==> config.mk <==
export PLATFORM = sky130hd
export DESIGN_NAME = nmea_rmc_gga_fix_record_parser_flat
export DESIGN_NICKNAME = d
export VERILOG_FILES = /design/src/rtl/nrgp_pkg.sv /design/src/rtl/nrgp_if.sv /design/src/rtl/nrgp_slot_mem.sv /design/src/rtl/nmea_rmc_gga_fix_record_parser.sv /design/src/flat_wrapper.sv
export SDC_FILE = /design/constraint.sdc
export NUM_CORES = 2
export LEC_CHECK = 0
export BUFFER_PORTS_ARGS = -buffer_cell sky130_fd_sc_hd__buf_4
export CAP_MARGIN = 10
export CORE_UTILIZATION = 44
export DETAILED_ROUTE_END_ITERATION = 7
export PLACE_DENSITY = 0.59
export RECOVER_POWER = 100
export SKIP_CTS_REPAIR_TIMING = 1
export SYNTH_ARGS = -nofsm -noshare
export SYNTH_HDL_FRONTEND = slang
export SYNTH_SLANG_ARGS = --single-unit
==> constraint.sdc <==
create_clock -name clk -period 8.86 [get_ports clk]
set_input_delay 0.886 -clock clk [delete_from_list [all_inputs] [get_ports clk]]
set_output_delay 0.886 -clock clk [all_outputs]
set_load 0.02 [all_outputs]
==> src/rtl/nrgp_pkg.sv <==
// Package for the NMEA RMC/GGA fix-record parser.
// Holds sizes, character and sentence codes, and the field-to-slot map.
// No dependencies.
package nrgp_pkg;

  localparam int SLOT_COUNT     = 15;
  localparam int SLOT_CHARS_DEF = 16;
  localparam int SLOT_W         = 4;
  localparam int POS_W          = 5;

  localparam logic [1:0] KIND_NONE   = 2'd0;
  localparam logic [1:0] KIND_HEADER = 2'd1;
  localparam logic [1:0] KIND_RMC    = 2'd2;
  localparam logic [1:0] KIND_GGA    = 2'd3;

  localparam logic [7:0] CH_DOLLAR = 8'h24;
  localparam logic [7:0] CH_COMMA  = 8'h2C;
  localparam logic [7:0] CH_STAR   = 8'h2A;

  localparam logic [47:0] HDR_RMC = 48'h244750524D43;
  localparam logic [47:0] HDR_GGA = 48'h244750474741;

  typedef struct packed {
    logic              hit;
    logic [SLOT_W-1:0] slot;
  } slot_sel_t;

  function automatic slot_sel_t slot_map(input logic [1:0] kind, input logic [POS_W-1:0] pos);
    slot_sel_t r;
    r.hit  = 1'b0;
    r.slot = '0;
    if (kind == KIND_RMC) begin
      r.hit = 1'b1;
      case (pos)
        5'd1: r.slot = 4'd1;
        5'd3: r.slot = 4'd2;
        5'd4: r.slot = 4'd3;
        5'd5: r.slot = 4'd4;
        5'd6: r.slot = 4'd5;
        5'd7: r.slot = 4'd9;
        5'd8: r.slot = 4'd10;
        5'd9: r.slot = 4'd0;
        default: r.hit = 1'b0;
      endcase
    end else if (kind == KIND_GGA) begin
      r.hit = 1'b1;
      case (pos)
        5'd6:  r.slot = 4'd6;
        5'd7:  r.slot = 4'd7;
        5'd8:  r.slot = 4'd8;
        5'd9:  r.slot = 4'd11;
        5'd10: r.slot = 4'd12;
        5'd11: r.slot = 4'd13;
        5'd12: r.slot = 4'd14;
        default: r.hit = 1'b0;
      endcase
    end
    return r;
  endfunction

endpackage

==> src/rtl/nrgp_if.sv <==
// Valid/ready channel interfaces for the parser: text input and chunk output.
// No dependencies.
interface nrgp_in_if;
  logic       valid;
  logic       ready;
  logic [7:0] text_byte;
  logic       batch_end;

  modport source (output valid, text_byte, batch_end, input ready);
  modport sink (input valid, text_byte, batch_end, output ready);
endinterface

interface nrgp_out_if;
  logic        valid;
  logic        ready;
  logic [3:0]  slot_index;
  logic        chunk_number;
  logic [63:0] chunk_text;
  logic [3:0]  chunk_bytes;
  logic        slot_truncated;
  logic        record_last;

  modport source (output valid, slot_index, chunk_number, chunk_text, chunk_bytes,
                  slot_truncated, record_last, input ready);
  modport sink (input valid, slot_index, chunk_number, chunk_text, chunk_bytes,
                slot_truncated, record_last, output ready);
endinterface

==> src/rtl/nrgp_slot_mem.sv <==
// Slot character store: 64-bit rows of eight characters, byte-lane write,
// registered read. No dependencies.
module nrgp_slot_mem #(
  parameter int DEPTH  = 30,
  parameter int ADDR_W = 5
) (
  input  logic              clk,
  input  logic              wr_en,
  input  logic [ADDR_W-1:0] wr_addr,
  input  logic [2:0]        wr_lane,
  input  logic [7:0]        wr_byte,
  input  logic              rd_en,
  input  logic [ADDR_W-1:0] rd_addr,
  output logic [63:0]       rd_data
);

  logic [63:0] mem [DEPTH];

  always_ff @(posedge clk) begin
    if (wr_en) begin
      mem[wr_addr][{wr_lane, 3'b000} +: 8] <= wr_byte;
    end
  end

  always_ff @(posedge clk) begin
    if (rd_en) begin
      rd_data <= mem[rd_addr];
    end
  end

endmodule

==> src/rtl/nmea_rmc_gga_fix_record_parser.sv <==
// NMEA RMC/GGA fix-record parser: one text byte per cycle, record of 15 slots
// emitted as 8-byte chunks on the byte that closes a batch.
// After the batch_end transaction, a clear state, a memory read and an output load
// come before the first chunk is valid. Throughput: 1 byte per cycle, input stalled
// during emission; each chunk takes a memory read, then an output load held until free.
// Reset: parse state, slot lengths and truncation flags cleared; character rows
// are not cleared, bytes past a slot's length are masked on output.
// Depends on nrgp_pkg, nrgp_if, nrgp_slot_mem.
module nmea_rmc_gga_fix_record_parser #(
  parameter int SLOT_CHARS = nrgp_pkg::SLOT_CHARS_DEF
) (
  input  logic                clk,
  input  logic                rst_n,
  nrgp_in_if.sink             in_ch,
  nrgp_out_if.source          out_ch
);

  localparam int CHUNKS = (SLOT_CHARS + 7) / 8;
  localparam int DEPTH  = nrgp_pkg::SLOT_COUNT * CHUNKS;
  localparam int ADDR_W = $clog2(DEPTH);
  localparam int LEN_W  = $clog2(SLOT_CHARS + 1);
  localparam int SW     = nrgp_pkg::SLOT_W;
  localparam int PW     = nrgp_pkg::POS_W;

  localparam logic [1:0] ST_IDLE  = 2'd0;
  localparam logic [1:0] ST_CLEAR = 2'd1;
  localparam logic [1:0] ST_RD    = 2'd2;
  localparam logic [1:0] ST_LD    = 2'd3;

  logic [1:0]  state_r, state_nxt;
  logic [1:0]  kind_r, kind_nxt;
  logic [47:0] hdr_r, hdr_nxt;
  logic [PW-1:0] pos_r, pos_nxt;
  logic        chk_r, chk_nxt;
  logic        rmc_r, rmc_nxt;
  logic        gga_r, gga_nxt;

  logic [LEN_W-1:0] slot_len_r [nrgp_pkg::SLOT_COUNT];
  logic             slot_ovf_r [nrgp_pkg::SLOT_COUNT];

  logic [SW-1:0] emit_slot_r;
  logic          emit_chunk_r;

  logic        out_valid_r;
  logic [3:0]  out_slot_r;
  logic        out_chunk_r;
  logic [63:0] out_text_r;
  logic [3:0]  out_bytes_r;
  logic        out_trunc_r;
  logic        out_last_r;

  logic [7:0] c;
  logic       in_fire, delim, is_star;
  logic       clr_en, app_en;
  nrgp_pkg::slot_sel_t clr_sel, app_sel;
  logic [LEN_W-1:0] app_len;
  logic             app_room;

  logic              wr_en, rd_en;
  logic [ADDR_W-1:0] wr_addr, rd_addr;
  logic [63:0]       rd_data;

  logic [LEN_W-1:0] len_e;
  logic [4:0]       len5, start5, diff5;
  logic [3:0]       cnt;
  logic [63:0]      text_m;
  logic             emit_last, out_free, load;

  assign c       = in_ch.text_byte;
  assign in_fire = in_ch.valid && in_ch.ready;
  assign is_star = (c == nrgp_pkg::CH_STAR);
  assign delim   = (c == nrgp_pkg::CH_COMMA) || is_star;
  assign in_ch.ready = (state_r == ST_IDLE);

  always_comb begin
    kind_nxt = kind_r;
    hdr_nxt  = hdr_r;
    pos_nxt  = pos_r;
    chk_nxt  = chk_r;
    rmc_nxt  = rmc_r;
    gga_nxt  = gga_r;
    clr_en   = 1'b0;
    app_en   = 1'b0;
    clr_sel  = '0;
    app_sel  = '0;
    if (in_fire) begin
      if (c == nrgp_pkg::CH_DOLLAR) begin
        kind_nxt = nrgp_pkg::KIND_HEADER;
        hdr_nxt  = 48'(nrgp_pkg::CH_DOLLAR);
        pos_nxt  = '0;
        chk_nxt  = 1'b0;
      end else if (kind_r == nrgp_pkg::KIND_HEADER) begin
        if (delim) begin
          if (hdr_r == nrgp_pkg::HDR_RMC) begin
            kind_nxt = nrgp_pkg::KIND_RMC;
            rmc_nxt  = 1'b1;
          end else if (hdr_r == nrgp_pkg::HDR_GGA) begin
            kind_nxt = nrgp_pkg::KIND_GGA;
            gga_nxt  = 1'b1;
          end else begin
            kind_nxt = nrgp_pkg::KIND_NONE;
          end
          pos_nxt = PW'(1);
          chk_nxt = is_star;
          clr_sel = nrgp_pkg::slot_map(kind_nxt, PW'(1));
          clr_en  = !is_star && clr_sel.hit;
        end else if (hdr_r[47:40] == 8'h00) begin
          hdr_nxt = {hdr_r[39:0], c};
        end
      end else if (kind_r inside {nrgp_pkg::KIND_RMC, nrgp_pkg::KIND_GGA}) begin
        if (delim) begin
          chk_nxt = chk_r || is_star;
          if (pos_r != {PW{1'b1}}) begin
            pos_nxt = pos_r + PW'(1);
          end
          clr_sel = nrgp_pkg::slot_map(kind_r, pos_nxt);
          clr_en  = !chk_nxt && clr_sel.hit;
        end else if (!chk_r) begin
          app_sel = nrgp_pkg::slot_map(kind_r, pos_r);
          app_en  = app_sel.hit;
        end
      end
    end
  end

  assign app_len  = slot_len_r[app_sel.slot];
  assign app_room = (32'(app_len) < SLOT_CHARS);
  assign wr_en    = app_en && app_room;
  assign wr_addr  = ADDR_W'(32'(app_sel.slot) * CHUNKS + 32'(app_len >> 3));

  // emission datapath
  assign len_e     = slot_len_r[emit_slot_r];
  assign len5      = 5'(len_e);
  assign start5    = {1'b0, emit_chunk_r, 3'b000};
  assign diff5     = (len5 > start5) ? (len5 - start5) : 5'd0;
  assign cnt       = (diff5 > 5'd8) ? 4'd8 : diff5[3:0];
  assign emit_last = (emit_slot_r == SW'(nrgp_pkg::SLOT_COUNT - 1)) &&
                     (emit_chunk_r == 1'(CHUNKS - 1));
  assign out_free  = !out_valid_r || out_ch.ready;
  assign load      = (state_r == ST_LD) && out_free;
  assign rd_en     = (state_r == ST_RD);
  assign rd_addr   = ADDR_W'(32'(emit_slot_r) * CHUNKS + 32'(emit_chunk_r));

  always_comb begin
    for (int j = 0; j < 8; j++) begin
      text_m[j*8 +: 8] = (4'(j) < cnt) ? rd_data[j*8 +: 8] : 8'h00;
    end
  end

  always_comb begin
    state_nxt = state_r;
    case (state_r)
      ST_IDLE:  if (in_fire && in_ch.batch_end) state_nxt = ST_CLEAR;
      ST_CLEAR: state_nxt = ST_RD;
      ST_RD:    state_nxt = ST_LD;
      ST_LD:    if (load) state_nxt = emit_last ? ST_IDLE : ST_RD;
      default:  state_nxt = ST_IDLE;
    endcase
  end

  nrgp_slot_mem #(
    .DEPTH  (DEPTH),
    .ADDR_W (ADDR_W)
  ) u_mem (
    .clk     (clk),
    .wr_en   (wr_en),
    .wr_addr (wr_addr),
    .wr_lane (app_len[2:0]),
    .wr_byte (c),
    .rd_en   (rd_en),
    .rd_addr (rd_addr),
    .rd_data (rd_data)
  );

  always_ff @(posedge clk) begin
    if (!rst_n) begin
      state_r <= ST_IDLE;
      kind_r  <= nrgp_pkg::KIND_NONE;
      hdr_r   <= '0;
      pos_r   <= '0;
      chk_r   <= 1'b0;
      rmc_r   <= 1'b0;
      gga_r   <= 1'b0;
    end else begin
      state_r <= state_nxt;
      if (state_r == ST_CLEAR) begin
        kind_r <= nrgp_pkg::KIND_NONE;
        hdr_r  <= '0;
        pos_r  <= '0;
        chk_r  <= 1'b0;
        rmc_r  <= 1'b0;
        gga_r  <= 1'b0;
      end else begin
        kind_r <= kind_nxt;
        hdr_r  <= hdr_nxt;
        pos_r  <= pos_nxt;
        chk_r  <= chk_nxt;
        rmc_r  <= rmc_nxt;
        gga_r  <= gga_nxt;
      end
    end
  end

  // slot lengths and truncation flags
  always_ff @(posedge clk) begin
    if (!rst_n) begin
      for (int s = 0; s < nrgp_pkg::SLOT_COUNT; s++) begin
        slot_len_r[s] <= '0;
        slot_ovf_r[s] <= 1'b0;
      end
    end else if (state_r == ST_CLEAR) begin
      for (int s = 0; s < nrgp_pkg::SLOT_COUNT; s++) begin
        if ((rmc_r && !gga_r && ((s >= 6 && s <= 8) || s >= 11)) ||
            (gga_r && !rmc_r && (s == 0 || s == 9 || s == 10))) begin
          slot_len_r[s] <= '0;
          slot_ovf_r[s] <= 1'b0;
        end
      end
    end else begin
      if (clr_en) begin
        slot_len_r[clr_sel.slot] <= '0;
        slot_ovf_r[clr_sel.slot] <= 1'b0;
      end
      if (app_en) begin
        if (app_room) slot_len_r[app_sel.slot] <= app_len + LEN_W'(1);
        else          slot_ovf_r[app_sel.slot] <= 1'b1;
      end
    end
  end

  always_ff @(posedge clk) begin
    if (!rst_n) begin
      emit_slot_r  <= '0;
      emit_chunk_r <= 1'b0;
    end else if (state_r == ST_CLEAR) begin
      emit_slot_r  <= '0;
      emit_chunk_r <= 1'b0;
    end else if (load) begin
      if (emit_chunk_r == 1'(CHUNKS - 1)) begin
        emit_chunk_r <= 1'b0;
        emit_slot_r  <= emit_slot_r + SW'(1);
      end else begin
        emit_chunk_r <= emit_chunk_r + 1'b1;
      end
    end
  end

  always_ff @(posedge clk) begin
    if (!rst_n) begin
      out_valid_r <= 1'b0;
    end else if (load) begin
      out_valid_r <= 1'b1;
    end else if (out_ch.ready) begin
      out_valid_r <= 1'b0;
    end
  end

  always_ff @(posedge clk) begin
    if (load) begin
      out_slot_r  <= emit_slot_r;
      out_chunk_r <= emit_chunk_r;
      out_text_r  <= text_m;
      out_bytes_r <= cnt;
      out_trunc_r <= slot_ovf_r[emit_slot_r];
      out_last_r  <= emit_last;
    end
  end

  assign out_ch.valid          = out_valid_r;
  assign out_ch.slot_index     = out_slot_r;
  assign out_ch.chunk_number   = out_chunk_r;
  assign out_ch.chunk_text     = out_text_r;
  assign out_ch.chunk_bytes    = out_bytes_r;
  assign out_ch.slot_truncated = out_trunc_r;
  assign out_ch.record_last    = out_last_r;

`ifndef NO_ASSERTIONS
  a_end_to_clear: assert property (@(posedge clk) disable iff (!rst_n)
    in_fire && in_ch.batch_end |=> state_r == ST_CLEAR)
    else $error("batch end did not start record emission");

  a_last_slot: assert property (@(posedge clk) disable iff (!rst_n)
    out_valid_r && out_last_r |->
      out_slot_r == SW'(nrgp_pkg::SLOT_COUNT - 1) && out_chunk_r == 1'(CHUNKS - 1))
    else $error("record_last on a chunk other than the final one");

  a_bytes_bound: assert property (@(posedge clk) disable iff (!rst_n)
    out_valid_r |-> out_bytes_r <= 4'd8)
    else $error("chunk byte count above eight");

  a_no_write_in_emit: assert property (@(posedge clk) disable iff (!rst_n)
    rd_en |-> !wr_en)
    else $error("slot store written during emission");

  a_trunc_full: assert property (@(posedge clk) disable iff (!rst_n)
    load && slot_ovf_r[emit_slot_r] |-> 32'(len_e) == SLOT_CHARS)
    else $error("truncated slot is not full");
`endif

endmodule
==> src/flat_wrapper.sv <==
// flat-port wrapper written by rule: the top's interface ports become plain ports
module nmea_rmc_gga_fix_record_parser_flat 
#(
  parameter int SLOT_CHARS = nrgp_pkg::SLOT_CHARS_DEF
)
  (clk, rst_n, in_ch_valid, in_ch_text_byte, in_ch_batch_end, in_ch_ready, out_ch_valid, out_ch_slot_index, out_ch_chunk_number, out_ch_chunk_text, out_ch_chunk_bytes, out_ch_slot_truncated, out_ch_record_last, out_ch_ready);
  nrgp_in_if in_ch_i ();
  nrgp_out_if out_ch_i ();
  input  logic clk;
  input  logic rst_n;
  input wire logic [$bits(in_ch_i.valid)-1:0] in_ch_valid;
  input wire logic [$bits(in_ch_i.text_byte)-1:0] in_ch_text_byte;
  input wire logic [$bits(in_ch_i.batch_end)-1:0] in_ch_batch_end;
  output wire logic [$bits(in_ch_i.ready)-1:0] in_ch_ready;
  output wire logic [$bits(out_ch_i.valid)-1:0] out_ch_valid;
  output wire logic [$bits(out_ch_i.slot_index)-1:0] out_ch_slot_index;
  output wire logic [$bits(out_ch_i.chunk_number)-1:0] out_ch_chunk_number;
  output wire logic [$bits(out_ch_i.chunk_text)-1:0] out_ch_chunk_text;
  output wire logic [$bits(out_ch_i.chunk_bytes)-1:0] out_ch_chunk_bytes;
  output wire logic [$bits(out_ch_i.slot_truncated)-1:0] out_ch_slot_truncated;
  output wire logic [$bits(out_ch_i.record_last)-1:0] out_ch_record_last;
  input wire logic [$bits(out_ch_i.ready)-1:0] out_ch_ready;
  assign in_ch_i.valid = in_ch_valid;
  assign in_ch_i.text_byte = in_ch_text_byte;
  assign in_ch_i.batch_end = in_ch_batch_end;
  assign in_ch_ready = in_ch_i.ready;
  assign out_ch_valid = out_ch_i.valid;
  assign out_ch_slot_index = out_ch_i.slot_index;
  assign out_ch_chunk_number = out_ch_i.chunk_number;
  assign out_ch_chunk_text = out_ch_i.chunk_text;
  assign out_ch_chunk_bytes = out_ch_i.chunk_bytes;
  assign out_ch_slot_truncated = out_ch_i.slot_truncated;
  assign out_ch_record_last = out_ch_i.record_last;
  assign out_ch_i.ready = out_ch_ready;
  nmea_rmc_gga_fix_record_parser #(.SLOT_CHARS(SLOT_CHARS)) u_core (.clk(clk), .rst_n(rst_n), .in_ch(in_ch_i), .out_ch(out_ch_i));
endmodule
==> metrics <==
status complete, but fails checks; failing checks capacitance limit, slew limit; Core ar. 0.200 mm2; Top Ports 90; crit path DAT 8.69 ns; FF+latch count, synth 2225; via/cell ratio 5.92; worst-margin pin slew 4.74 ns; Starting Density 44.4%; Area Growth Syn to Fin 12.3%; GR Util met1 32.3%; most common cell in the synthesized netlist edfxtp_1; P_leak 0.0335 uW; Max Fclk 123 MHz; TNS Setup 0 ns; pwr/cell area 213 mW/mm2; Sw Pwr 4350 uW; Clk pwr share 44.0%; Synth area leaders edfxtp_1, mux4_2, dfxtp_1; Syn Inst Count 4444; GR peak layer met2; CTS max path bufs 3; Layout fillers 16400; met2 usage 34.9%; max_cap viols 38; FFs w/ async S/R, synth 0%; largest net degree at the start of global routing 161; R2R depth 19; Reg area 0.0660 mm2; M3 GR Usage 3.64%; root buffer cell clkbuf_16; Post-synth EDFFs 2146; Flop pwr share 54.2%; Clock Skews 0.0411 ns; final setup vio count 0; most frequent cells after synthesis edfxtp_1, mux4_2, nor2_1; count of cell types in the netlist 82; Combinational Power Share 1.8%; CP Capture Type register; via count 44600; CTS buffer count 222; Placer Congestion 0.934; Hold Path Cell Cnt 3; grt ovf 0; Setup crit start u_core.pos_r[0]; RSZ-0062 raised after global routing no; Synth Flop Type edfxtp_1; Hold Crit Class in -> reg; global router's overall resource usage 22.4%; Synth top area share 72.4%; final hold violations 0; number of global-route vias before repair 44500; FP Rows 164; clock latency on the worst-skew pair 0.87 ns; area leader, netlist edfxtp_1; initial antenna violation count 12; YS warnings 0; register area share after synthesis 74.2%; Post-Route WL 229000 um; Multi-input gate area 0.0217 mm2; nets 4711; Die Y 452 um; CTS clock-pin slew for the worst setup and hold paths 0.06 ns; Syn Area/Cell 20.0 um2; r2r startpoint u_core.pos_r[0]; total power 21300 uW; Rel. slew slack -216%; post-synthesis net count 4472; clk sinks 2225; Worst IR Drop VDD 0.000226 V; nature of the critical path startpoint register; post-DP HPWL 145000 um; kind of critical path reg -> reg; Max FO, Critical Path 29; ratio of cells with drive above 1 in the final layout 23.8%; Syn Std Cell Area 0.0890 mm2; post-DR wirelength/cell 30.4 um; min cycle time layout 8.13 ns; P_int 16900 uW; first-pass GRT wire length 328000 um; final worst path period share 91.8%; Starting DRT DRC Count 4984; depth of the CTS H-tree 4; max-slew violation count 1347; IO Port Bufs 89; switching part of the total power 20.5%; CTS tree done; post-route ant nets 0; Die Area 0.204 mm2; drt pass-1 iters 5; Die X 452 um; WP data required 9.42 ns; Post-route DRC 0; hold_sp in_ch_batch_end
-- sequential cells by signal, summed over array words and instances (netlist names), 2 cells and up, named ones only --
name,count
u_core.u_mem.mem,1920
u_core.slot_len_r,80
u_core.out_ch.chunk_text,64
u_core.u_mem.rd_data,64
u_core.hdr_r,48
u_core.slot_ovf_r,16
u_core.pos_r,5
u_core.emit_slot_r,4
u_core.out_ch.chunk_bytes,4
u_core.out_ch.slot_index,4
u_core.kind_r,2
u_core.state_r,2
-- logic make-up after synthesis --
kind of cell	count (synthesis)	share of synthesized area (%)
flops	2225	74.2
mux	767	17.3
buf+inv	321	1.50
fa+ha+maj	15	0.211
compound gates	236	1.93
simple gates	867	4.69
xor+xnor	13	0.136
-- power by group through the flow --
stage | Combinational (uW) | Sequential (uW) | Clock [uW]
2_1_floorplan | 207 | 11700 | 0
5_1_grt | 417 | 11500 | 9870
4_1_cts | 420 | 11500 | 9510
6_report | 393 | 11500 | 9350
3_5_place_dp | 419 | 11700 | 0
3_3_place_gp | 412 | 11700 | 0
-- cell usage in the layout (no fill, tap or decap), drive strengths merged, types with 6 or more instances in the layout --
| cell | netlist | layout |
|---|---|---|
| nor2b | 23 | 23 |
| mux2 | 131 | 131 |
| xnor2 | 8 | 8 |
| a2111oi | 6 | 6 |
| mux2i | 31 | 31 |
| nor3 | 181 | 181 |
| buf | 92 | 84 |
| a221o | 6 | 6 |
| o31ai | 7 | 7 |
| nand3 | 45 | 45 |
| a211oi | 13 | 13 |
| a21oi | 40 | 40 |
| or3 | 21 | 21 |
| a21boi | 7 | 7 |
| o211ai | 8 | 8 |
| a31oi | 13 | 13 |
| clkinv | 0 | 103 |
| a211o | 7 | 7 |
| nand4 | 28 | 28 |
| dfxtp | 79 | 79 |
| clkbuf | 188 | 484 |
| or2 | 8 | 8 |
| clkinvlp | 0 | 8 |
| a22oi | 46 | 46 |
| ha | 15 | 15 |
| nor2 | 317 | 317 |
| o21ai | 31 | 31 |
| mux4 | 605 | 605 |
| and2 | 56 | 56 |
| edfxtp | 2146 | 2146 |
| nand2b | 26 | 26 |
| nor4 | 12 | 12 |
| inv | 41 | 51 |
| and3 | 22 | 22 |
| bufinv | 0 | 22 |
| nand2 | 102 | 102 |
-- through the flow --
stage	std cells	hold WS [ns]	setup WS, ns	utilization (%)	instance area (um2)
3_3_place_gp	7079	0.444	1.45	46.7	93500
3_5_place_dp	7085	0.455	1.39	46.7	93500
2_1_floorplan	4444	0.406	2.83	-	89000
5_1_grt	7532	0.380	0.494	49.9	99900
4_1_cts	7501	0.318	1.40	50.3	101000
6_report	7533	0.382	0.727	49.9	99900
-- worst max-delay path: stages (launching register included) --
cell	delay [ns]
dfxtp_1	0.65
ha_1	0.70
nor3_1	0.17
o32a_1	0.46
a211oi_4	0.25
buf_4	0.31
nand2_1	0.43
mux2i_1	0.25
o311ai_0	0.52
nor3_2	0.10
buf_4	0.24
inv_1	0.11
buf_4	0.38
ha_1	0.25
inv_1	0.05
a21oi_1	1.15
buf_4	0.44
nand2b_1	0.82
nor3_1	0.24
clkbuf_1	0.31
-- metal layers --
layer  vias to the layer above  share of wire [%]
met1                     23800                 42
met4                         4                3.5
met5                         -              0.011
li1                      18800                  -
met2                      1744                 47
met3                       337                6.8
-- final cells by class --
cell class | count | share of cell area, %
repair buffers | 295 | 1.48
diodes | 2 | 0.00501
well taps | 2656 | 3.33
clock inverters | 143 | 1.45
inverters | 41 | 0.155
flip-flops and latches | 2225 | 66.1
clock buffers | 273 | 5.82
multi-input cells | 1898 | 21.7
-- worst paths after layout --
path	to	slack, ns
max	u_core.u_mem.mem[25][50]	0.73
min	u_core.state_r[0]	0.38
max reg2reg	u_core.u_mem.mem[25][50]	0.73
min reg2reg	u_core.slot_ovf_r[6]	0.46
Power figures use the tool's default switching activity.
